**src/rtl/core/box_filter_3x3_replicate_core_assert.svh**
```systemverilog
`ifndef BOX_FILTER_3X3_REPLICATE_CORE_ASSERT_SVH
`define BOX_FILTER_3X3_REPLICATE_CORE_ASSERT_SVH

// same-cycle implication, checked outside reset
`define BF3R_ASSERT_NOW(label, ante, cons, msg) \
  label: assert property (@(posedge clk_i) disable iff (!rst_ni) (ante) |-> (cons)) \
    else $error(msg);

// next-cycle implication, checked outside reset
`define BF3R_ASSERT_NEXT(label, ante, cons, msg) \
  label: assert property (@(posedge clk_i) disable iff (!rst_ni) (ante) |=> (cons)) \
    else $error(msg);

`endif

```
**src/rtl/core/bf3r_pkg.sv**
```systemverilog
package bf3r_pkg;

  localparam int MaxWidth  = 1024;
  localparam int MaxHeight = 1024;

  localparam int PixW   = 8;
  localparam int CoordW = 10;
  localparam int CfgW   = 11;

  localparam int AddrW = (MaxWidth > 1) ? $clog2(MaxWidth) : 1;
  localparam int ColW  = ($clog2(MaxWidth) > CoordW) ? $clog2(MaxWidth) : CoordW;
  localparam int RowW  = ($clog2(MaxHeight) > CoordW) ? $clog2(MaxHeight) : CoordW;
  localparam int DimW0 = (ColW > RowW) ? ColW + 1 : RowW + 1;
  localparam int DimW  = (DimW0 > CfgW) ? DimW0 : CfgW;

  localparam int ColSumW = $clog2(3 * ((1 << PixW) - 1) + 1);
  localparam int SumW    = $clog2(9 * ((1 << PixW) - 1) + 1);

  // x / 9 == (x * 3641) >> 15 for every 3x3 sum of 8-bit pixels
  localparam int RecipMul   = 3641;
  localparam int RecipW     = 12;
  localparam int RecipShift = 15;

  localparam logic [CfgW-1:0] WidthReset  = CfgW'(768);
  localparam logic [CfgW-1:0] HeightReset = CfgW'(512);

  typedef enum logic [0:0] {
    CfgFrameWidth  = 1'b0,
    CfgFrameHeight = 1'b1
  } cfg_idx_e;

  // result slots of one item, in output order
  localparam int NumSlots = 4;
  localparam int SlotW    = 2;
  localparam logic [SlotW-1:0] SlotAbovePrev = 2'd0;
  localparam logic [SlotW-1:0] SlotLastPrev  = 2'd1;
  localparam logic [SlotW-1:0] SlotAboveCur  = 2'd2;
  localparam logic [SlotW-1:0] SlotLastCur   = 2'd3;

  typedef struct packed {
    logic first_col;
    logic last_col;
    logic row_ge1;
    logic row_ge2;
    logic last_row;
  } pos_flags_t;

  typedef struct packed {
    logic [NumSlots-1:0]           mask;
    logic [NumSlots-1:0][SumW-1:0] total;
    logic [RowW-1:0]               row;
    logic [ColW-1:0]               col;
  } run_t;

endpackage

```
**src/rtl/core/bf3r_window.sv**
```systemverilog
module bf3r_window (
  input  logic                        clk_i,
  input  logic                        rst_ni,
  input  logic                        adv_i,
  input  bf3r_pkg::pos_flags_t        flags_i,
  input  logic [bf3r_pkg::PixW-1:0]   pix_i,
  input  logic [bf3r_pkg::PixW-1:0]   upper_i,
  input  logic [bf3r_pkg::PixW-1:0]   lower_i,
  input  logic [bf3r_pkg::RowW-1:0]   row_i,
  input  logic [bf3r_pkg::ColW-1:0]   col_i,
  output bf3r_pkg::run_t              run_o
);
  import bf3r_pkg::*;

  // [column][row], column 2 newest, row 2 current
  logic [2:0][2:0][PixW-1:0] win_q, win_d;
  logic [2:0][PixW-1:0]      new_col;
  logic [PixW-1:0]           pix_b, pix_a;
  logic [2:0][ColSumW-1:0]   full_sum, bot_sum;

  always_comb begin
    pix_b = flags_i.row_ge1 ? lower_i : pix_i;
    pix_a = flags_i.row_ge2 ? upper_i : pix_b;
    new_col[0] = pix_a;
    new_col[1] = pix_b;
    new_col[2] = pix_i;
    if (flags_i.first_col) begin
      win_d[0] = new_col;
      win_d[1] = new_col;
      win_d[2] = new_col;
    end else begin
      win_d[0] = win_q[1];
      win_d[1] = win_q[2];
      win_d[2] = new_col;
    end
  end

  always_comb begin
    for (int i = 0; i < 3; i++) begin
      full_sum[i] = ColSumW'(win_d[i][0]) + ColSumW'(win_d[i][1]) + ColSumW'(win_d[i][2]);
      bot_sum[i]  = ColSumW'(win_d[i][1]) + (ColSumW'(win_d[i][2]) << 1);
    end
  end

  always_comb begin
    run_o.total[SlotAbovePrev] = SumW'(full_sum[0]) + SumW'(full_sum[1]) + SumW'(full_sum[2]);
    run_o.total[SlotLastPrev]  = SumW'(bot_sum[0]) + SumW'(bot_sum[1]) + SumW'(bot_sum[2]);
    run_o.total[SlotAboveCur]  = SumW'(full_sum[1]) + (SumW'(full_sum[2]) << 1);
    run_o.total[SlotLastCur]   = SumW'(bot_sum[1]) + (SumW'(bot_sum[2]) << 1);
    run_o.mask[SlotAbovePrev]  = !flags_i.first_col && flags_i.row_ge1;
    run_o.mask[SlotLastPrev]   = !flags_i.first_col && flags_i.last_row;
    run_o.mask[SlotAboveCur]   = flags_i.last_col && flags_i.row_ge1;
    run_o.mask[SlotLastCur]    = flags_i.last_col && flags_i.last_row;
    run_o.row = row_i;
    run_o.col = col_i;
  end

  always_ff @(posedge clk_i or negedge rst_ni) begin
    if (!rst_ni) begin
      win_q <= '0;
    end else if (adv_i) begin
      win_q <= win_d;
    end
  end

endmodule

```
**config.mk**
```make
export PLATFORM = sky130hd
export DESIGN_NAME = bf3r_window
export DESIGN_NICKNAME = d
export VERILOG_FILES = /design/src/rtl/core/box_filter_3x3_replicate_core_assert.svh /design/src/rtl/core/bf3r_pkg.sv /design/src/rtl/core/bf3r_window.sv
export SDC_FILE = /design/constraint.sdc
export NUM_CORES = 1
export LEC_CHECK = 0
export BUFFER_PORTS_ARGS = -buffer_cell sky130_fd_sc_hd__buf_4
export CAP_MARGIN = 20
export CELL_PAD_IN_SITES_DETAIL_PLACEMENT = 1
export CELL_PAD_IN_SITES_GLOBAL_PLACEMENT = 1
export CORE_UTILIZATION = 39
export CTS_CLUSTER_DIAMETER = 40
export DETAILED_ROUTE_END_ITERATION = 10
export PLACE_DENSITY = 0.89
export RECOVER_POWER = 100
export SETUP_SLACK_MARGIN = 0.02
export SYNTH_ARGS = -nofsm -noshare
export SYNTH_HDL_FRONTEND = slang
export SYNTH_SLANG_ARGS = --single-unit
```
**constraint.sdc**
```tcl
create_clock -name clk_i -period 8.56 [get_ports clk_i]
set_input_delay 1.712 -clock clk_i [delete_from_list [all_inputs] [get_ports clk_i]]
set_output_delay 1.712 -clock clk_i [all_outputs]
set_load 0.02 [all_outputs]
```
**Word-level counts from Yosys, hierarchy flattened**

Cells that the tools add are included.

- Bits in read-only memories: 0
- Memories kept: 0
- Register bits after elaboration: 48
- Word-level logic and storage cells: 29
- Bits in writable memories: 0
- Bits in latches: 0

- Shift operators: 0
- Add/sub/neg operators: 15
- Equality and inequality tests: 0
- Divide/modulo/power cells: 0
- Multipliers: 0
- $lt $le $gt $ge: 0
- Bitwise logic cells: 0
- Reduce and logical (&&, ||, !) cells: 5
- Multiplexer cells: 3

Operators by type and width:

| kind | count |
|---|---|
| $mux 48 | 1 |
| $add 8x9->10 | 3 |
| $add 9x8->10 | 3 |
| $add 8x8->9 | 3 |
| $add 10x11->12 | 2 |
| $add 11x10->12 | 2 |
| $add 10x10->11 | 2 |
| $mux 8 | 2 |
| $logic_and 1x1->1 | 4 |
| $logic_not 1->1 | 1 |

**Depth between registers and ports, before layout**

Gate-level depths: netlist of run 1.

- Word-level depth: 7
- Mapped depth: 26
- Gate-level depth less buffers: 25

**Worst setup path after synthesis of run 1**

OpenSTA, ideal clock, no wires.

- Path type: input-to-output
- Start point: in flags_i[2] (netlist name)
- End point: out run_o[31] (netlist name)
- Data arrival time: 7.278 ns
- Stages: 25
- Data required time: 6.848 ns
- Path slack: -0.430 ns
- Buffers on the path: 1
- Cell sequence: clkbuf_1 -> mux2i_1 -> inv_1 -> mux2_2 -> nand2_1 -> o21ai_0 -> fa_1 -> inv_1 -> fa_1 -> nor2b_1 -> o21ai_0 -> nand2b_1 -> a21o_1 -> a21o_1 -> xor2_1 -> inv_1 -> fa_1 -> fa_1 -> inv_1 -> ha_1 -> or3_1 -> o21ai_0 -> a21oi_1 -> or4_1 -> nand4_1

RTL lines:

| element | line | source |
|---|---|---|
| from (decl) | bf3r_window.sv:5 | `input bf3r_pkg::pos_flags_t flags_i,` |
| to (decl) | bf3r_window.sv:11 | `output bf3r_pkg::run_t run_o` |

==> results of run 1 <==
## Yosys cell counts (4+ instances only)
library cell and n:
xor2_1 16, nor2_1 25, nor2b_1 13, o21a_1 15, nor3_1 4, ha_1 77, a21o_1 17, fa_1 63
xnor2_1 38, clkbuf_1 17, o21ai_0 68, mux2_2 22, mux2i_1 12, buf_4 21, nand2_1 57, dfrtp_1 48
a21oi_1 51, and2_1 7, o21bai_1 10, inv_1 151
## metrics by stage
| stage | setup slack, ns | instances | setup TNS (ns) |
|---|---|---|---|
| 3_5_place_dp | -0.330 | 1093 | -0.761 |
| 3_3_place_gp | -0.149 | 1093 | -0.232 |
| 2_1_floorplan | 0.0265 | 766 | 0 |
| 4_1_cts | -0.123 | 1106 | -0.123 |
| 5_1_grt | -0.358 | 1111 | -1.02 |
| 6_report | -0.134 | 1111 | -0.214 |
## per-layer routing
metal  vias up  share of wire  global-route usage
li1       2695              -                   -
met1      2861           0.39               0.261
met2       124           0.54               0.449
met3        48          0.029              0.0234
met4         0          0.040               0.112
met5         -              0                   0
## path summary, 6_finish.rpt
kind,cells after the start,endpoint,slack [ns],start
setup / recovery,24,run_o[31],-0.13,flags_i[2]
hold / removal,1,win_q[36]$_DFFE_PN0P_,0.51,win_q[36]$_DFFE_PN0P_
setup reg to reg,3,win_q[35]$_DFFE_PN0P_,7.18,win_q[59]$_DFFE_PN0P_
hold reg to reg,1,win_q[36]$_DFFE_PN0P_,0.51,win_q[36]$_DFFE_PN0P_
max in group asynchronous,1,win_q[54]$_DFFE_PN0P_,4.67,rst_ni
min in group asynchronous,1,win_q[56]$_DFFE_PN0P_,2.31,rst_ni
## timing repair
action	CTS	global route
gates resized for setup	12	19
endpoints found under the setup margin	5	9
buffers inserted	5	6
pin swaps	9	4
## placed cells by master (no fill, tap or decap), drive strengths merged, types with 2 or more instances in the layout
cell type,synthesis,routed
a21o,18,18
nand3,2,2
a21boi,3,3
ha,77,77
mux2i,12,12
a31o,2,2
nand4,3,3
nor2,25,25
nor2b,13,13
a21oi,53,53
o21bai,10,10
and2,7,7
mux2,22,22
or4,2,2
o21ai,69,69
xor2,16,16
fa,63,63
buf,24,157
clkbuf,17,7
xnor2,38,38
inv,151,151
nand2b,3,3
nor3,4,4
o21a,15,15
nand2,57,57
dfrtp,48,48
## cells by family (layout without fill, tap and decap cells)
kind of cell / after synthesis / after routing / synth area share
multiplexers: 34 / 34 / 0.0551
adder cells (fa/ha/maj): 141 / 141 / 0.335
AO/OA/AOI/OAI: 178 / 178 / 0.158
buffers and inverters: 192 / 317 / 0.121
flip-flops: 48 / 48 / 0.180
XOR/XNOR: 54 / 54 / 0.0708
AND/OR/NAND/NOR: 119 / 119 / 0.0809
## critical path, cell delays in order
cell,delay (ns)
buf_12,0.12
mux2i_4,0.25
inv_2,0.07
mux2_4,0.31
buf_4,0.15
fa_1,0.43
ha_1,0.26
fa_1,0.42
a21o_1,0.19
a21oi_1,0.30
nor2b_1,0.14
o21ai_0,0.19
nand2b_1,0.10
xor2_1,0.28
inv_1,0.11
fa_1,0.57
inv_2,0.05
ha_4,0.23
or3_1,0.32
o21ai_2,0.07
a21oi_2,0.05
or4_1,0.40
nand4_1,0.09
buf_4,0.14
## layout make-up
cell class | count | share of cell area
Tap cell | 220 | 0.0336
Clock inverter | 2 | 0.00427
Inverter | 151 | 0.0692
Clock buffer | 6 | 0.0157
Timing Repair Buffer | 158 | 0.146
Multi-Input combinational cell | 526 | 0.585
Sequential cell | 48 | 0.147
==> out/summary.txt, run 1 <==
outcome: complete, but fails checks
failing checks: max-capacitance violations, max-slew violations, negative setup slack
clk buf depth: 2
clk slew on worst S/H paths: 0.07 ns
startpoint types: primary input
Largest register FFs: 48
Critical Path RT: 6.85 ns
number of synthesized flops with an enable pin: 0
ANT cells: 0
DR pass1 iterations: 4
prevailing post-synth register cell: dfrtp_1
DR iter-0 viols: 219
Netlist Area Pre-Place: 6680 sq um
final core area utilization: 0.492
Post-Syn Nets: 958
worst hold slack: 0.506 ns
Total Routing Usage GR: 0.236
H-tree levels: 2
GRT overflow: 0
Post-Syn Instances: 766
Worst-Margin Slew: 2.80 ns
Unique masters post-synth: 45
vias post-DR: 5728
Worst EP arrival: 6.98 ns
RSZ-0062 raised after global routing: yes
hold crit path type: reg2reg
Max Cap Viol: 1
first-pass GRT wire length: 32400 um
final setup fails: 2
WL per Instance: 18.3 um
largest net degree at the start of global routing: 85
clock sink count: 48
yosys warns: 0
post-synth top area share: 0.189
I/O pins: 124
CTS Root Cell: clkbuf_16
CP endpoint kind: output port
f_max: 115 MHz
Final period util: 1.02
drt total wl: 20400 um
layout cells sized above 1: 0.241
latest clock arrival within the worst-skew pair: 0.30 ns
CTS tree: yes
# rows: 47
initial core utilization: 0.401
dpl hpwl: 16900 um
Reg area: 1200 sq um
initial antenna violation count: 0
final hold violations: 0
number of global-route vias before repair: 6443
count of filler cells inserted in the layout: 1999
Mapped Avg Cell Area: 8.72 sq um
dpl cell area: 7870 sq um
core area: 16600 sq um
Worst Path Max Fanout: 7
post-DR vias/cell: 5.16
Die Height: 133 um
Placer Congestion: 0.872
# hold bufs at CTS: 0
kind of critical path: in2out
post-route setup slack: -0.134 ns
die width: 133 um
Biggest register: win_q
Layout area overhead: 22.7%
post-route cell area: 8200 sq um
clk_skew: 0.00741 ns
Final min period: 8.69 ns
register bit total from synthesis: 48
post-synthesis sequential area ratio: 0.180
die area: 17700 sq um
Final ANT Viol Nets: 0
DRC: 0
CTS buffer count: 5
asr flop ratio synth: 1.00
Synth area leader: fa_1
Max transition margin: -0.866
Slew Limit Fails: 49
IO Port Bufs: 83
biggest regs: win_q (48)
Multi-input gate area: 4790 sq um
Nets: 1082
dominant cells by area after synthesis: fa_1, dfrtp_1, ha_1
Power of run 1 is left out: the tool's default activity adds up to more than one toggle a clock period on the data nets, which glitch-free logic cannot reach.
==> inputs of run 2 (changes only) <==
Settings changed: CORE_UTILIZATION 39 to 47, PLACE_DENSITY 0.89 to 0.95.
Clock period 8.56 ns to 10.76 ns, I/O delays scaled along.
==> out/summary.txt, run 2 (synthesis gave the netlist of run 1 again) <==
outcome: complete, but fails checks
failing checks: max-capacitance violations, max-slew violations
most common cell after layout, fill and taps aside: inv_1
die area: 14700 sq um
Worst EP arrival: 8.17 ns
Worst Path Max Fanout: 10
# rows: 43
Slew Limit Fails: 134
count of filler cells inserted in the layout: 1683
clock sink count: 48
core area: 13900 sq um
CTS Root Cell: clkbuf_16
dpl hpwl: 15500 um
Die Height: 121 um
layout cells sized above 1: 0.0857
clk_skew: 0.00211 ns
Nets: 1008
Final period util: 0.959
GRT overflow: 0
Multi-input gate area: 4670 sq um
setup TNS: 0 ns
Critical Path RT: 8.61 ns
I/O pins: 124
IO Port Bufs: 83
worst r2r path cells: 4
Placer Congestion: 0.890
clk slew on worst S/H paths: 0.07 ns
Largest register FFs: 48
startpoint types: primary input
latest clock arrival within the worst-skew pair: 0.29 ns
H-tree levels: 2
Layout area overhead: 8.69%
Resized cells post-CTS: 0
RSZ-0062 raised after global routing: no
Total Routing Usage GR: 0.264
dpl cell area: 7300 sq um
Final min period: 10.32 ns
Max transition margin: -1.33
hold crit path type: reg2reg
largest net degree at the start of global routing: 85
# hold bufs at CTS: 0
DR pass1 iterations: 4
biggest regs: win_q (48)
final setup fails: 0
die width: 121 um
post-route cell area: 7260 sq um
CP endpoint kind: output port
CTS buffer count: 5
initial antenna violation count: 0
Biggest register: win_q
CTS tree: yes
Setup Buffers After CTS: 0
WL per Instance: 18.8 um
f_max: 96.9 MHz
commonest non-fill, non-tap cells in the layout: inv_1, ha_1, o21ai_0, fa_1, nand2_1
Final ANT Viol Nets: 0
first-pass GRT wire length: 29800 um
hold depth: 1
initial core utilization: 0.481
post-DR vias/cell: 5.51
final hold violations: 0
number of global-route vias before repair: 5912
vias post-DR: 5495
kind of critical path: in2out
drt total wl: 18700 um
Worst-Margin Slew: 3.50 ns
ANT cells: 0
clk buf depth: 2
DRC: 0
Reg area: 1200 sq um
DR iter-0 viols: 259
Max Cap Viol: 2
[run 2: cell count changes in the layout (fill, tap and decap cells not counted), moves of 2 or more]
cell and delta:
buf_4 -121, clkbuf_1 +47, o21ai_0 +9, o21ai_1 -7, a21oi_1 +5, a21oi_2 -5
mux2i_1 +5, inv_1 +4, inv_2 -4, mux2i_4 -4, clkinvlp_4 +2, ha_1 +2
o21ai_2 -2
[run 2: layout make-up]
cell class / instances / share of cell area
clock buffers: 5 / 0.0172
clock inverters: 3 / 0.00327
inverters: 151 / 0.0781
multi-input cells: 526 / 0.643
flip-flops and latches: 48 / 0.165
well taps: 180 / 0.0310
repair buffers: 84 / 0.0615
[run 2: final timing paths]
| check | slack [ns] | to | startpoint |
|---|---|---|---|
| min | 0.51 | win_q[32]$_DFFE_PN0P_ | win_q[32]$_DFFE_PN0P_ |
| min reg2reg | 0.51 | win_q[32]$_DFFE_PN0P_ | win_q[32]$_DFFE_PN0P_ |
| max | 0.44 | run_o[31] | flags_i[2] |
| max reg2reg | 9.42 | win_q[45]$_DFFE_PN0P_ | win_q[69]$_DFFE_PN0P_ |
| max in group asynchronous | 6.53 | win_q[54]$_DFFE_PN0P_ | rst_ni |
| min in group asynchronous | 2.71 | win_q[56]$_DFFE_PN0P_ | rst_ni |
[run 2: worst max-delay path, cell delays in order]
cell and delay (ns):
buf_4 0.19, mux2i_1 0.33, inv_1 0.20, mux2_2 0.34, nand2_1 0.09, o21ai_0 0.17
fa_1 0.62, inv_1 0.07, fa_1 0.45, nor2b_1 0.12, o21ai_0 0.09, nand2b_1 0.13
a21o_1 0.14, a21o_1 0.17, xor2_1 0.23, inv_1 0.09, fa_1 0.47, fa_1 0.54
inv_1 0.04, ha_1 0.33, or3_1 0.31, o21ai_0 0.09, a21oi_1 0.11, or4_1 0.43
nand4_1 0.10, buf_4 0.14
[run 2: stage by stage]
stage / std cells / util / hold WS [ns] / worst slack, ns
2_1_floorplan: 766 / - / 0.475 / 0.890
3_3_place_gp: 989 / 0.526 / 0.483 / 0.798
3_5_place_dp: 989 / 0.526 / 0.491 / 0.467
4_1_cts: 997 / 0.536 / 0.507 / 0.425
5_1_grt: 997 / 0.523 / 0.520 / 0.0474
6_report: 997 / 0.523 / 0.513 / 0.441
[run 2: per-layer routing]
metal | GRT usage | routed length (um) | vias to the layer above
met5 | 0 | 0 | -
met4 | 0.139 | 996 | 0
met3 | 0.0216 | 498 | 68
met2 | 0.490 | 9900 | 166
met1 | 0.301 | 7330 | 2710
li1 | - | - | 2551
Power of run 2 is left out for the same reason.
==> inputs of run 3 (changes only) <==
Settings changed: PLACE_DENSITY 0.95 to 0.88.
==> out/summary.txt, run 3 (synthesis gave the netlist of run 1 again) <==
outcome: complete, but fails checks
failing checks: max-capacitance violations, max-slew violations
vias post-DR: 5412
worst r2r path cells: 3
final setup fails: 0
initial antenna violation count: 0
Crit path largest cell delay: 0.62 ns
Max Cap Viol: 2
RSZ-0062 raised after global routing: no
Worst-Margin Slew: 3.47 ns
biggest regs: win_q (48)
Worst EP arrival: 8.22 ns
Slowest cell on crit path: fa_1
core area: 13900 sq um
clock sink count: 48
layout cells sized above 1: 0.0845
Placer Congestion: 0.856
GRT overflow: 0
CTS Root Cell: clkbuf_16
H-tree levels: 2
CP bufs+invs: 6
largest net degree at the start of global routing: 85
WL per Instance: 18.0 um
f_max: 96.5 MHz
dpl cell area: 7300 sq um
Resized cells post-CTS: 0
Largest register FFs: 48
Slew Limit Fails: 134
hold crit path type: reg2reg
setup TNS: 0 ns
post-DR vias/cell: 5.43
Final min period: 10.37 ns
Setup Buffers After CTS: 0
latest clock arrival within the worst-skew pair: 0.30 ns
CP endpoint kind: output port
commonest non-fill, non-tap cells in the layout: inv_1, ha_1, o21ai_0, fa_1, nand2_1
Worst Path Max Fanout: 10
startpoint types: primary input
number of global-route vias before repair: 5924
Levels on crit path: 26
first-pass GRT wire length: 29100 um
DR pass1 iterations: 6
clk slew on worst S/H paths: 0.07 ns
Nets: 1008
Layout area overhead: 8.69%
final hold violations: 0
hold depth: 1
CTS tree: yes
IO Port Bufs: 83
drt total wl: 18000 um
count of filler cells inserted in the layout: 1737
Biggest register: win_q
Die Height: 121 um
Final period util: 0.964
die area: 14700 sq um
kind of critical path: in2out
dpl hpwl: 14900 um
clk buf depth: 2
ANT cells: 0
Critical Path RT: 8.61 ns
Total Routing Usage GR: 0.259
CTS buffer count: 5
Max transition margin: -1.31
# rows: 43
# hold bufs at CTS: 0
DRC: 0
post-route cell area: 7260 sq um
critical path's top delay family: adder cells
clk_skew: 0.00564 ns
I/O pins: 124
initial core utilization: 0.481
Final ANT Viol Nets: 0
die width: 121 um
DR iter-0 viols: 230
most common cell after layout, fill and taps aside: inv_1
## run 3: cell counts in the layout (fill, tap and decap cells not counted)
Identical to the previous run, type by type.
## run 3: worst paths after layout
| check | startpoint | endpoint | slack, ns |
|---|---|---|---|
| max in group asynchronous | rst_ni | win_q[47]$_DFFE_PN0P_ | 6.45 |
| min in group asynchronous | rst_ni | win_q[40]$_DFFE_PN0P_ | 2.74 |
| hold / removal | win_q[33]$_DFFE_PN0P_ | win_q[33]$_DFFE_PN0P_ | 0.51 |
| hold reg to reg | win_q[33]$_DFFE_PN0P_ | win_q[33]$_DFFE_PN0P_ | 0.51 |
| setup reg to reg | win_q[56]$_DFFE_PN0P_ | win_q[32]$_DFFE_PN0P_ | 9.40 |
| setup / recovery | flags_i[2] | run_o[31] | 0.39 |
## run 3: cell type report
type                       count  area [sq um]  area share
clock buffer                   5           125      0.0172
multi-input combinational    526          4670       0.643
clock inverter                 3          23.8     0.00327
tap                          180           225      0.0310
timing repair buffer          84           447      0.0615
inverter                     151           567      0.0781
sequential                    48          1200       0.165
## run 3: metal layers
layer,vias up,routed length [um],GRT usage
met2,126,9300,0.461
met3,48,459,0.0287
li1,2552,-,-
met1,2686,7330,0.299
met4,0,876,0.152
met5,-,0,0
## run 3: metrics by stage
stage / worst slack [ns] / cells / util / hold WS [ns]
2_1_floorplan: 0.890 / 766 / - / 0.475
4_1_cts: 0.440 / 997 / 0.536 / 0.510
3_5_place_dp: 0.473 / 989 / 0.526 / 0.494
3_3_place_gp: 0.787 / 989 / 0.526 / 0.484
6_report: 0.392 / 997 / 0.523 / 0.510
5_1_grt: 0.0499 / 997 / 0.523 / 0.525
Power of run 3 is left out for the same reason.
