<file path="config.mk">
export PLATFORM = sky130hd
export DESIGN_NAME = bf3r_out_seq
export DESIGN_NICKNAME = d
export VERILOG_FILES = /design/src/rtl/core/box_filter_3x3_replicate_core_assert.svh /design/src/rtl/core/bf3r_pkg.sv /design/src/rtl/core/bf3r_out_seq.sv
export SDC_FILE = /design/constraint.sdc
export NUM_CORES = 1
export LEC_CHECK = 0
export BUFFER_PORTS_ARGS = -buffer_cell sky130_fd_sc_hd__buf_2
export CAP_MARGIN = 0
export CORE_AREA = 2 2 109 111
export CTS_CLUSTER_DIAMETER = 50
export DETAILED_ROUTE_END_ITERATION = 10
export DIE_AREA = 0 0 111 113
export PLACE_DENSITY_LB_ADDON = 0.1
export REMOVE_ABC_BUFFERS = 1
export SETUP_SLACK_MARGIN = 0.2
export SYNTH_ARGS = -nofsm -noshare
export SYNTH_HDL_FRONTEND = slang
export SYNTH_SLANG_ARGS = --single-unit
</file>
<file path="constraint.sdc">
create_clock -name clk_i -period 10.11 [get_ports clk_i]
set_input_delay 0 -clock clk_i [delete_from_list [all_inputs] [get_ports clk_i]]
set_output_delay 0 -clock clk_i [all_outputs]
set_load 0.02 [all_outputs]
</file>
<file path="src/rtl/core/box_filter_3x3_replicate_core_assert.svh">
`ifndef BOX_FILTER_3X3_REPLICATE_CORE_ASSERT_SVH
`define BOX_FILTER_3X3_REPLICATE_CORE_ASSERT_SVH

// same-cycle implication, checked outside reset
`define BF3R_ASSERT_NOW(label, ante, cons, msg) \
  label: assert property (@(posedge clk_i) disable iff (!rst_ni) (ante) |-> (cons)) \
    else $error(msg);

// next-cycle implication, checked outside reset
`define BF3R_ASSERT_NEXT(label, ante, cons, msg) \
  label: assert property (@(posedge clk_i) disable iff (!rst_ni) (ante) |=> (cons)) \
    else $error(msg);

`endif

</file>
<file path="src/rtl/core/bf3r_pkg.sv">
package bf3r_pkg;

  localparam int MaxWidth  = 1024;
  localparam int MaxHeight = 1024;

  localparam int PixW   = 8;
  localparam int CoordW = 10;
  localparam int CfgW   = 11;

  localparam int AddrW = (MaxWidth > 1) ? $clog2(MaxWidth) : 1;
  localparam int ColW  = ($clog2(MaxWidth) > CoordW) ? $clog2(MaxWidth) : CoordW;
  localparam int RowW  = ($clog2(MaxHeight) > CoordW) ? $clog2(MaxHeight) : CoordW;
  localparam int DimW0 = (ColW > RowW) ? ColW + 1 : RowW + 1;
  localparam int DimW  = (DimW0 > CfgW) ? DimW0 : CfgW;

  localparam int ColSumW = $clog2(3 * ((1 << PixW) - 1) + 1);
  localparam int SumW    = $clog2(9 * ((1 << PixW) - 1) + 1);

  // x / 9 == (x * 3641) >> 15 for every 3x3 sum of 8-bit pixels
  localparam int RecipMul   = 3641;
  localparam int RecipW     = 12;
  localparam int RecipShift = 15;

  localparam logic [CfgW-1:0] WidthReset  = CfgW'(768);
  localparam logic [CfgW-1:0] HeightReset = CfgW'(512);

  typedef enum logic [0:0] {
    CfgFrameWidth  = 1'b0,
    CfgFrameHeight = 1'b1
  } cfg_idx_e;

  // result slots of one item, in output order
  localparam int NumSlots = 4;
  localparam int SlotW    = 2;
  localparam logic [SlotW-1:0] SlotAbovePrev = 2'd0;
  localparam logic [SlotW-1:0] SlotLastPrev  = 2'd1;
  localparam logic [SlotW-1:0] SlotAboveCur  = 2'd2;
  localparam logic [SlotW-1:0] SlotLastCur   = 2'd3;

  typedef struct packed {
    logic first_col;
    logic last_col;
    logic row_ge1;
    logic row_ge2;
    logic last_row;
  } pos_flags_t;

  typedef struct packed {
    logic [NumSlots-1:0]           mask;
    logic [NumSlots-1:0][SumW-1:0] total;
    logic [RowW-1:0]               row;
    logic [ColW-1:0]               col;
  } run_t;

endpackage

</file>
<file path="src/rtl/core/bf3r_out_seq.sv">
module bf3r_out_seq (
  input  logic                         clk_i,
  input  logic                         rst_ni,
  input  logic                         load_i,
  input  bf3r_pkg::run_t               run_i,
  output logic                         free_o,
  output logic                         out_valid_o,
  input  logic                         out_stall_i,
  output logic [bf3r_pkg::PixW-1:0]    filtered_pixel_o,
  output logic [bf3r_pkg::CoordW-1:0]  out_row_o,
  output logic [bf3r_pkg::CoordW-1:0]  out_col_o,
  output logic                         end_of_frame_o,
  output logic                         last_in_run_o
);
  import bf3r_pkg::*;

  logic                          run_valid_q;
  run_t                          run_q;
  logic [SlotW-1:0]              idx;
  logic [NumSlots-1:0]           rest;
  logic                          last;
  logic                          out_ready;
  logic                          emit;
  logic [SumW-1:0]               sel_total;
  logic [SumW+RecipW-1:0]        prod;
  logic                          above, prev;
  logic [RowW-1:0]               res_row;
  logic [ColW-1:0]               res_col;

  logic                          out_valid_q;
  logic [PixW-1:0]               pix_q;
  logic [CoordW-1:0]             row_q, col_q;
  logic                          eof_q, last_q;

  always_comb begin
    idx = '0;
    for (int i = NumSlots - 1; i >= 0; i--) begin
      if (run_q.mask[i]) begin
        idx = SlotW'(i);
      end
    end
    rest = run_q.mask;
    rest[idx] = 1'b0;
    last = (rest == '0);
  end

  assign out_ready = !out_valid_q || !out_stall_i;
  assign emit      = run_valid_q && out_ready;
  assign free_o    = !run_valid_q || (emit && last);

  assign sel_total = run_q.total[idx];
  assign prod      = (SumW + RecipW)'(sel_total) * (SumW + RecipW)'(RecipMul);
  assign above     = (idx == SlotAbovePrev) || (idx == SlotAboveCur);
  assign prev      = (idx == SlotAbovePrev) || (idx == SlotLastPrev);
  assign res_row   = above ? run_q.row - RowW'(1) : run_q.row;
  assign res_col   = prev ? run_q.col - ColW'(1) : run_q.col;

  always_ff @(posedge clk_i or negedge rst_ni) begin
    if (!rst_ni) begin
      run_valid_q <= 1'b0;
      out_valid_q <= 1'b0;
    end else begin
      if (load_i) begin
        run_valid_q <= 1'b1;
      end else if (emit && last) begin
        run_valid_q <= 1'b0;
      end
      if (emit) begin
        out_valid_q <= 1'b1;
      end else if (!out_stall_i) begin
        out_valid_q <= 1'b0;
      end
    end
  end

  always_ff @(posedge clk_i) begin
    if (load_i) begin
      run_q <= run_i;
    end else if (emit) begin
      run_q.mask <= rest;
    end
    if (emit) begin
      pix_q  <= prod[RecipShift +: PixW];
      row_q  <= res_row[CoordW-1:0];
      col_q  <= res_col[CoordW-1:0];
      eof_q  <= (idx == SlotLastCur);
      last_q <= last;
    end
  end

  assign out_valid_o      = out_valid_q;
  assign filtered_pixel_o = pix_q;
  assign out_row_o        = row_q;
  assign out_col_o        = col_q;
  assign end_of_frame_o   = eof_q;
  assign last_in_run_o    = last_q;

endmodule

</file>
-- Word level (Yosys, flattened, before mapping)
Cells that the tools add are included.
- bits in registers: 104
- bits of input ports: 76
- output and inout port bits: 32
- word-level logic and storage cells: 55
- reduce and logical (&&, ||, !) cells: 14
- equality and inequality tests: 4
- bitwise logic cells: 2
- muxes and demuxes: 16
- multiply operators: 1
- add/subtract/negate cells: 2
- magnitude comparators: 2
- operators with widths (operator ; count):
    12-bit binary-select mux with 2-bit select ; 1
    12-bit by 12-bit multiplier with 23-bit output (second input constant) ; 1
    10-bit two-way mux ; 2
    10-bit by 1-bit subtractor with 10-bit output (second input constant) ; 2
    12-bit two-way mux ; 1
    2-bit two-way mux ; 4
    4-bit two-way mux ; 2
    1-bit two-way mux ; 5
    4-bit bitwise AND ; 1
    2-bit equality test (second input constant) ; 2
    4-bit zero test ; 1
    1-bit logical OR ; 4
    4-bit inverter ; 1
    2-bit nonzero test ; 2
    1-bit logical AND ; 3
    1-bit zero test ; 3
    2-bit by 3-bit < comparator with 1-bit output (second input constant) ; 1
    1-bit demux with 2-bit select ; 1
    2-bit by 1-bit equality test with 1-bit output (second input constant) ; 1
    2-bit by 1-bit greater-or-equal comparator with 1-bit output (second input constant) ; 1
    2-bit zero test ; 1
    2-bit by 1-bit != test with 1-bit output (second input constant) ; 1

-- Depth between registers and ports, before layout
Gate-level depths: netlist (run 1).
- depth after elaboration: 14
- gate-level depth with buffers: 25

-- Worst setup path after synthesis (run 1)
Ideal clock, no wire load.
- path kind: reg-to-reg
- start point: register run_q[69] (netlist name)
- end point: register pix_q[5] (netlist: filtered_pixel_o[5]) (data pin)
- cell stages (with the launch flop): 25
- slack: 3681 ps
- clock period less this slack: 6429 ps
- library setup time: 269 ps
- arrival: 6161 ps
- required time: 9841 ps
- path through: edfxtp_1 > buf_4 > nor2_1 > o21a_1 > clkbuf_1 > a21oi_1 > a221oi_1 > inv_1 > fa_1 > ha_1 > inv_1 > fa_1 > inv_1 > fa_1 > inv_1 > fa_1 > inv_1 > ha_1 > nand3_1 > o211ai_1 > and2_1 > a311o_1 > a2111oi_2 > o31ai_1 > xor2_1
- cells in the longest elaborated chain, start to end: 5
- RTL lines (what ; RTL line ; source):
    start, declared ; bf3r_out_seq.sv:18 ; run_t run_q;
    start signal, assigned ; bf3r_out_seq.sv:78 ; run_q <= run_i;
    2-bit two-way mux (2 in a row) ; bf3r_out_seq.sv:38 ; if (run_q.mask[i]) begin
    12-bit binary-select mux with 2-bit select ; bf3r_out_seq.sv:51 ; assign sel_total = run_q.total[idx];
    12-bit two-way mux (not written as such) ; bf3r_out_seq.sv:51 ;
    12-bit by 12-bit multiplier with 23-bit output ; bf3r_out_seq.sv:52 ; assign prod = (SumW + RecipW)'(sel_total) * (SumW + RecipW)'(RecipMul);
    named net prod[20] ; bf3r_out_seq.sv:25 ; logic [SumW+RecipW-1:0] prod;
    end signal, assigned ; bf3r_out_seq.sv:83 ; pix_q <= prod[RecipShift +: PixW];
    end, declared ; bf3r_out_seq.sv:31 ; logic [PixW-1:0] pix_q;
The timed path passes the listed nets, and every way through them passes these cells. The select of a mux whose other input is x is not followed.
A chain may end at the register's enable or synchronous reset.

-- Worst setup path in the final report (run 1)
Same ends and word-level chain as after synthesis.

==> results.json, run 1 <==
{
  "min_path_type": "input port to flop",
  "synth-simple-area-share": 0.0822,
  "hpwl_mm": 9.51,
  "cts-root-buf": "clkbuf_16",
  "cts-buffers-inserted": 9,
  "rows": 39,
  "worst_setup_path_end_kind": "flop",
  "slew_headroom": 0.259,
  "via_count": 4268,
  "grt_pass1_vias": 4516,
  "post_cts_buffers": 0,
  "nNetsFinal": 851,
  "drc": 0,
  "antenna_found_initial": 0,
  "yosysTopAreaCell": "edfxtp_1",
  "setup_viol": 0,
  "synth_top_area_frac": 0.497,
  "worstSkewPairLatency_ps": 350,
  "grt_pass1_wl_mm": 22.2,
  "wirelength_mm": 13.6,
  "antennaDiodeCount": 0,
  "synth_area_mm2": 0.00617,
  "yosys.area_share.adder": 0.236,
  "synthXorXnorAreaFrac": 0.0412,
  "portBuffers": 107,
  "multi_input_area_mm2": 0.00273,
  "start_util": 0.547,
  "place_area_mm2": 0.00685,
  "hold_violations": 0,
  "drt_iter0_drc": 254,
  "place_congestion": 0.902,
  "h-tree-depth": 3,
  "die_y_um": 113,
  "synth_top_family_by_area": "adder cells",
  "synth_edf_count": 102,
  "tightest_slew_ps": 1110,
  "core_area_mm2": 0.0113,
  "ys_ff_latch": 104,
  "vias_per_cell": 5.17,
  "yosys.cell_types.count": 57,
  "design_area_mm2": 0.00788,
  "drive_gt1_frac": 0.192,
  "syn_to_final_growth_pct": 27.7,
  "critPathArrivalTime_ps": 6990,
  "async_flop_share": 0.0192,
  "synth_compound_area_frac": 0.0813,
  "syn_inst": 490,
  "fmax_mhz": 145,
  "first_pass_iters": 5,
  "cts.sinks": 104,
  "period_minus_slack_ps": 6920,
  "die-area_mm2": 0.0125,
  "ant_nets": 0,
  "clock_path_buffers": 2,
  "layout_commonest_cell": "buf_2",
  "synth.area.top_cells": "edfxtp_1 50%, ha_1 14%, fa_1 9.4%",
  "fin_crit_sh": 0.684,
  "synth_area_per_cell_um2": 12.6,
  "wire_per_inst_um": 16.5,
  "yosysWarnings": 0,
  "worstSetupPathType": "flop to flop",
  "synth_ff_type": "edfxtp_1",
  "worstPathRequired_ps": 10180,
  "final_core_util": 0.699,
  "die_w_um": 111,
  "muxShareOfSynthArea": 0.00162,
  "grt_overflow": 0,
  "tns_ps": 0,
  "cap_violations": 0,
  "cts_tree": "built",
  "final_cell_mix": "107 x buf_2, 102 x edfxtp_1, 75 x inv_1, 75 x dlygate4sd3_1, 69 x ha_1",
  "crit_path_start_kind": "flop",
  "fin_worst_skew_ps": 13.9,
  "ios": 108,
  "critPathMaxFanout": 13,
  "status": "finished, final reports clean",
  "grt_start_max_net_pins": 78,
  "seq_area_mm2": 0.00311,
  "ys_seq_area_frac": 0.505,
  "clkTransAtPathRegs_ps": 70,
  "fill_cells": 780,
  "drv_slew": 0,
  "rsz0062_at_grt": "no",
  "grt.total_usage": 0.228
}
==> stage by stage <==
step                      setup WS [ps]  hold slack (ps)  instances
after global placement             3400             -214        734
after floorplan                    3800             -296        482
final                              3190              361        825
after detailed placement           3190             -209        734
after CTS                          3160              341        825
after global routing               2760              352        825
==> worst paths after layout <==
path / from / endpoint / slack, ps / depth (start not counted)
worst max-delay path: run_q[69]$_DFFE_PP_ / filtered_pixel_o[5]$_DFFE_PP_ / 3190 / 22
worst min-delay path: run_i[4] / run_q[4]$_DFFE_PP_ / 360 / 2
worst max register to register: run_q[69]$_DFFE_PP_ / filtered_pixel_o[5]$_DFFE_PP_ / 3190 / 22
worst min register to register: run_valid_q$_DFFE_PN0P_ / out_valid_o$_DFFE_PN0P_ / 510 / 1
max in group asynchronous: rst_ni / out_valid_o$_DFFE_PN0P_ / 9480 / 3
min in group asynchronous: rst_ni / run_valid_q$_DFFE_PN0P_ / 500 / 3
==> flip-flops by register name, summed over array words and instances, names as in the netlist <==
register	count
end_of_frame_o	1
filtered_pixel_o	8
last_in_run_o	1
out_col_o	10
out_row_o	10
out_valid_o	1
run_q	72
run_valid_q	1
==> cells by family (layout without fill, tap and decap cells) <==
group / after synthesis / count (layout)
XOR/XNOR: 29 / 29
multiplexers: 1 / 1
adder cells (fa/ha/maj): 99 / 99
buffers and inverters: 84 / 276
flip-flops: 104 / 104
AND/OR/NAND/NOR: 101 / 101
AO/OA/AOI/OAI: 72 / 72
==> critical path: stages (launching register included) <==
cell       delay, ps
edfxtp_1         560
nor2_1           280
o21a_1           500
a21oi_1           80
a221oi_1         580
inv_1            250
fa_1             530
ha_1             310
inv_1             60
fa_1             520
inv_1             50
fa_1             490
inv_1             50
fa_1             520
inv_1             40
ha_1             340
nand3_1          120
o211ai_1         120
and2_1           190
a311o_1          380
a2111oi_2        380
o31ai_1          140
xor2_1           160
==> routing by layer <==
layer / track usage / wire length, µm / vias up
li1: - / - / 2106
met1: 0.291 / 5760 / 2033
met2: 0.406 / 7080 / 116
met3: 0.0364 / 609 / 13
met4: 0.0642 / 170 / 0
met5: 0 / 0 / -
==> area by class of cell <==
class | count | share of cell area
inverter | 76 | 0.0362
tap | 143 | 0.0227
sequential | 104 | 0.395
timing repair buffer | 184 | 0.165
clock inverter | 6 | 0.00540
clock buffer | 10 | 0.0291
multi-input combinational | 302 | 0.346
==> synth_stat cells, drive strengths merged (3+ instances only) <==
| cell type | instances |
|---|---|
| buf | 5 |
| or3 | 5 |
| ha | 69 |
| a21o | 6 |
| fa | 29 |
| edfxtp | 102 |
| nor3 | 6 |
| xor2 | 10 |
| o21ai | 11 |
| clkbuf | 3 |
| o31ai | 3 |
| a21oi | 23 |
| nor4 | 3 |
| nor2 | 17 |
| nand2 | 37 |
| nor2b | 3 |
| nand3 | 7 |
| a221oi | 10 |
| o211ai | 3 |
| and2 | 5 |
| xnor2 | 19 |
| nand4 | 3 |
| o21a | 3 |
| nand3b | 3 |
| inv | 75 |
==> repair_timing <==
item                                   CTS  global route
resized for setup                        0             0
endpoints found under the hold margin   75             0
hold buffers                            75             0
Power of run 1 is not shown: default switching activity piles up to over one toggle a cycle in this logic, so the estimate is an artifact.
==> inputs of run 2 (changes only) <==
Settings changed: ABC_AREA from default to 1, CORE_AREA 2 2 109 111 to 2 2 111 113, DIE_AREA 0 0 111 113 to 0 0 113 115.
Clock period 10.11 ns to 6.9 ns, I/O delays scaled along.
==> results.json, run 2 <==
{
  "status": "complete, but fails checks",
  "violations": "DRC",
  "async_flop_share": 0.0192,
  "via_count": 4516,
  "grt_start_max_net_pins": 75,
  "reg2reg_slack_ps": 760,
  "worst_setup_path_end_kind": "flop",
  "place_congestion": 0.890,
  "synth_commonest_cells": "119 x inv_1, 102 x edfxtp_1, 86 x nand2_1",
  "vias_per_cell": 4.95,
  "reg2regPathDepth": 23,
  "r2r_end": "filtered_pixel_o[6]$_DFFE_PP_",
  "core_area_mm2": 0.0118,
  "period_minus_slack_ps": 6140,
  "nNetsFinal": 937,
  "hold_violations": 0,
  "synth_most_common_cell": "inv_1",
  "synth.area.top_cells": "edfxtp_1 48%, ha_1 14%, fa_1 9.1%",
  "final_cell_mix": "119 x inv_1, 107 x buf_2, 102 x edfxtp_1, 86 x nand2_1, 75 x dlygate4sd3_1",
  "syn_to_final_growth_pct": 27.0,
  "ys_ff_latch": 104,
  "synth_top_area_frac": 0.480,
  "r2r_start": "run_q[69]$_DFFE_PP_",
  "rows": 40,
  "yosysWarnings": 0,
  "start_util": 0.540,
  "seq_area_mm2": 0.00311,
  "setup_viol": 0,
  "worstSkewPairLatency_ps": 350,
  "drv_slew": 0,
  "layout_commonest_cell": "inv_1",
  "syn_inst": 573,
  "cts-root-buf": "clkbuf_16",
  "yosys.cell_types.count": 39,
  "wire_per_inst_um": 15.3,
  "wirelength_mm": 14.0,
  "ant_nets": 0,
  "synth_area_per_cell_um2": 11.1,
  "grt_overflow": 0,
  "drc": 7,
  "min_from": "run_i[10]",
  "die_y_um": 115,
  "fmax_mhz": 163,
  "synth_ff_type": "edfxtp_1",
  "tightest_slew_ps": 1170,
  "fin_worst_skew_ps": 9.10,
  "cts_tree": "built",
  "die_w_um": 113,
  "portBuffers": 107,
  "worst_hold_path.num_cells": 2,
  "cap_violations": 0,
  "crit_path_start_kind": "flop",
  "slew_headroom": 0.219,
  "clock_path_buffers": 2,
  "top_register": "run_q",
  "synth_edf_count": 102,
  "post_cts_buffers": 0,
  "cts.sinks": 104,
  "hpwl_mm": 9.91,
  "first_pass_iters": 7,
  "fill_cells": 869,
  "grt_pass1_vias": 4687,
  "critPathMaxFanout": 11,
  "critPathArrivalTime_ps": 6240,
  "clkTransAtPathRegs_ps": 70,
  "grt.total_usage": 0.225,
  "antenna_found_initial": 0,
  "largest_reg_flops": 72,
  "worstSetupPathType": "flop to flop",
  "antennaDiodeCount": 0,
  "die-area_mm2": 0.0130,
  "synth_area_mm2": 0.00638,
  "multi_input_area_mm2": 0.00280,
  "h-tree-depth": 3,
  "min_path_type": "input port to flop",
  "tns_ps": 0,
  "whs_endpoint": "run_q[10]$_DFFE_PP_",
  "drive_gt1_frac": 0.180,
  "drt_iter0_drc": 193,
  "yosysTopAreaCell": "edfxtp_1",
  "rsz0062_at_grt": "no",
  "worstPathRequired_ps": 7000,
  "ios": 108,
  "ys_seq_area_frac": 0.488,
  "fin_crit_sh": 0.890,
  "grt_pass1_wl_mm": 22.4,
  "cts-buffers-inserted": 9
}
run 2: how the worst max path moves through the flow:
| stage | start | to | slack, ps |
|---|---|---|---|
| floorplan | run_q[70]$_DFFE_PP_ | filtered_pixel_o[6]$_DFFE_PP_ | 1440 |
| global placement | run_q[70]$_DFFE_PP_ | filtered_pixel_o[7]$_DFFE_PP_ | 900 |
| detailed placement | run_q[70]$_DFFE_PP_ | filtered_pixel_o[6]$_DFFE_PP_ | 730 |
| CTS | run_q[70]$_DFFE_PP_ | filtered_pixel_o[6]$_DFFE_PP_ | 690 |
| global route | run_q[69]$_DFFE_PP_ | filtered_pixel_o[6]$_DFFE_PP_ | 310 |
| finish | run_q[69]$_DFFE_PP_ | filtered_pixel_o[6]$_DFFE_PP_ | 760 |
run 2: cell families (layout without fill, tap and decap cells):
| kind of cell | Yosys count | after routing | share of synthesized area |
|---|---|---|---|
| AOI/OAI and AO/OA | 64 | 64 | 0.0657 |
| buffers and inverters | 125 | 318 | 0.0741 |
| xor gates and xnor gates | 27 | 27 | 0.0371 |
| DFF | 104 | 104 | 0.488 |
| adders and majority gates | 98 | 98 | 0.226 |
| and+or+nand+nor | 155 | 155 | 0.109 |
run 2: cell type report:
class                   instances  share of cell area
repair buffers                184               0.161
clock inverters                 5             0.00402
clock buffers                   9              0.0278
well taps                     147              0.0227
multi-input cells             344               0.345
inverters                     120              0.0556
flip-flops and latches        104               0.384
run 2: per-layer routing:
layer  vias to the layer above  wire (µm)  global-route usage
met5                         -          0                   0
met4                         0        196              0.0715
li1                       2289          -                   -
met2                        99       7270               0.418
met1                      2113       6060               0.268
met3                        15        443              0.0358
run 2: per-stage QoR:
| step | worst slack, ps | utilization | std cells | cell area [µm²] | hold slack, ps |
|---|---|---|---|---|---|
| CTS | 689 | 0.686 | 913 | 8100 | 347 |
| global placement | 896 | 0.600 | 824 | 7090 | -214 |
| detailed placement | 729 | 0.600 | 824 | 7090 | -212 |
| global route | 312 | 0.686 | 913 | 8100 | 359 |
| floorplan | 1440 | - | 568 | 6360 | -296 |
| finish | 759 | 0.686 | 913 | 8100 | 355 |
run 2: critical path: stages (launching register included):
cell and delay, ps:
edfxtp_1 500, nor2_2 240, o21ai_2 190, nor2_2 400, a22o_1 200, inv_1 40
nand2_1 180, inv_1 140, fa_1 550, inv_1 50, ha_1 300, inv_1 70
fa_1 520, inv_1 50, fa_1 450, ha_1 310, ha_1 350, a21o_1 200
a21boi_0 360, nor2_1 80, a2111oi_0 480, nand2_1 120, nand2_1 70, nand2_1 50
run 2: repair_timing:
action                                  in CTS  in global routing
hold endpoints to repair                    75                  0
gates resized for setup                      0                  1
endpoints found under the setup margin       0                  1
hold buffers                                75                  0
Power of run 2 is left out for the same reason.
==> inputs of run 3 (changes only) <==
Settings changed: CORE_AREA 2 2 111 113 to 4 4 113 115, DIE_AREA 0 0 113 115 to 0 0 117 119.
==> results.json, run 3 (synthesis gave the netlist of run 2 again) <==
{
  "antenna_found_initial": 0,
  "wl_met3_um": 671,
  "r2r_end": "filtered_pixel_o[6]$_DFFE_PP_",
  "worstSetupPathType": "flop to flop",
  "antennaDiodeCount": 0,
  "cts.sinks": 104,
  "grt_overflow": 0,
  "grt_pass1_vias": 4791,
  "critPathMaxFanout": 11,
  "setup_viol": 0,
  "whs_endpoint": "run_q[59]$_DFFE_PP_",
  "die-area_mm2": 0.0139,
  "wirelength_mm": 14.1,
  "wl_met2_mm": 7.34,
  "setup_ws_ps": 690,
  "cts_tree": "built",
  "top_layer_used": "met4",
  "worst_hold_path.num_cells": 2,
  "min_from": "run_i[59]",
  "crit_top_cell": "inv_1",
  "ant_nets": 0,
  "rows": 40,
  "core_area_mm2": 0.0118,
  "clkTransAtPathRegs_ps": 70,
  "crit_path_top_delay_cell": "nor2_1",
  "cts_resized": 0,
  "grt_start_max_net_pins": 75,
  "die_y_um": 119,
  "fin_crit_sh": 0.900,
  "place_congestion": 0.920,
  "min_path_type": "input port to flop",
  "layout_commonest_cell": "inv_1",
  "seq_area_mm2": 0.00311,
  "crit_family": "adder cells",
  "syn_to_final_growth_pct": 27.7,
  "status": "finished, final reports clean",
  "critPathArrivalTime_ps": 6310,
  "r2r_start": "run_q[70]$_DFFE_PP_",
  "drt_iter0_drc": 217,
  "cp_num_buf_inv": 5,
  "hpwl_mm": 9.92,
  "wl_met1_mm": 5.75,
  "fmax_mhz": 161,
  "worstPathRequired_ps": 7000,
  "ios": 108,
  "reg2regPathDepth": 23,
  "fill_cells": 880,
  "clock_path_buffers": 2,
  "via_count": 4562,
  "path_cells": "nor2_2, nand2_2, nor2_1, a22o_1, inv_1, nand2_1, inv_1, fa_1, inv_1, ha_1, inv_1, fa_1, inv_1, fa_1, ha_1, ha_1, a21o_1, a21boi_0, nor2_1, a2111oi_0, nand2_1, nand2_1, nand2_1",
  "start_util": 0.540,
  "critical-path-max-stage-delay_ps": 630,
  "crit_path_start_kind": "flop",
  "hold_violations": 0,
  "drv_slew": 0,
  "fin_worst_skew_ps": 9.76,
  "grt_pass1_wl_mm": 23.1,
  "slew_headroom": 0.213,
  "top_register": "run_q",
  "reg2reg_slack_ps": 690,
  "tns_ps": 0,
  "grt.total_usage": 0.217,
  "place_ws_ps": 845,
  "vias_per_cell": 4.99,
  "multi_input_area_mm2": 0.00279,
  "worstSkewPairLatency_ps": 350,
  "die_w_um": 117,
  "h-tree-depth": 3,
  "nNetsFinal": 936,
  "cts-root-buf": "clkbuf_16",
  "portBuffers": 107,
  "first_pass_iters": 5,
  "worst_setup_path_end_kind": "flop",
  "tightest_slew_ps": 1180,
  "cap_violations": 0,
  "drive_gt1_frac": 0.180,
  "rsz0062_at_grt": "no",
  "drc": 0,
  "largest_reg_flops": 72,
  "period_minus_slack_ps": 6210,
  "cts-buffers-inserted": 9,
  "final_cell_mix": "119 x inv_1, 107 x buf_2, 102 x edfxtp_1, 86 x nand2_1, 75 x dlygate4sd3_1",
  "wire_per_inst_um": 15.5
}
==> run 3: cell types whose count changed in the layout (fill, tap and decap cells not counted), moves of 2 or more <==
cell	previous run	this run
clkinv_1	2	0
clkbuf_1	0	2
bufinv_16	0	2
clkinv_2	0	2
==> run 3: cell type report <==
type / count / area share
sequential: 104 / 0.382
multi-input combinational: 344 / 0.343
timing repair buffer: 183 / 0.159
inverter: 120 / 0.0553
clock buffer: 11 / 0.0286
tap: 147 / 0.0226
clock inverter: 5 / 0.00968
==> run 3: through the flow <==
step	utilization	std cells	instance area, µm²	hold slack, ps
final	0.690	914	8150	349
after global routing	0.690	914	8150	349
after CTS	0.690	914	8150	341
after detailed placement	0.600	823	7080	-210
after global placement	0.600	823	7080	-214
after floorplan	-	568	6360	-296
==> run 3: routing by layer <==
layer | GRT usage | vias to the layer above
met5 | 0 | -
met4 | 0.0724 | 0
met3 | 0.0442 | 27
met2 | 0.384 | 110
met1 | 0.260 | 2144
li1 | - | 2281
==> run 3: worst max-delay path by stage <==
stage                         from                       endpoint  slack (ps)  cells after the start
6_report       run_q[70]$_DFFE_PP_  filtered_pixel_o[6]$_DFFE_PP_         690                     23
5_1_grt        run_q[70]$_DFFE_PP_  filtered_pixel_o[6]$_DFFE_PP_         220                     23
3_3_place_gp   run_q[71]$_DFFE_PP_  filtered_pixel_o[7]$_DFFE_PP_         920                     22
4_1_cts        run_q[70]$_DFFE_PP_  filtered_pixel_o[6]$_DFFE_PP_         790                     23
2_1_floorplan  run_q[70]$_DFFE_PP_  filtered_pixel_o[6]$_DFFE_PP_        1440                     23
3_5_place_dp   run_q[70]$_DFFE_PP_  filtered_pixel_o[6]$_DFFE_PP_         850                     23
==> run 3: worst register-to-register path, delay by kind of cell, from the launching register on <==
| kind | cells | cell delay [ps] |
|---|---|---|
| AOI/OAI and AO/OA | 4 | 1250 |
| adders and majority gates | 6 | 2490 |
| buffers and inverters | 5 | 340 |
| DFF | 1 | 470 |
| and+or+nand+nor | 8 | 1440 |
==> run 3: timing repair <==
action                                  CTS  global route
hold buffers                             75             0
buffers inserted                          0             0
hold endpoints to repair                 75             0
endpoints found under the setup margin    0             0
Power of run 3 is left out for the same reason.
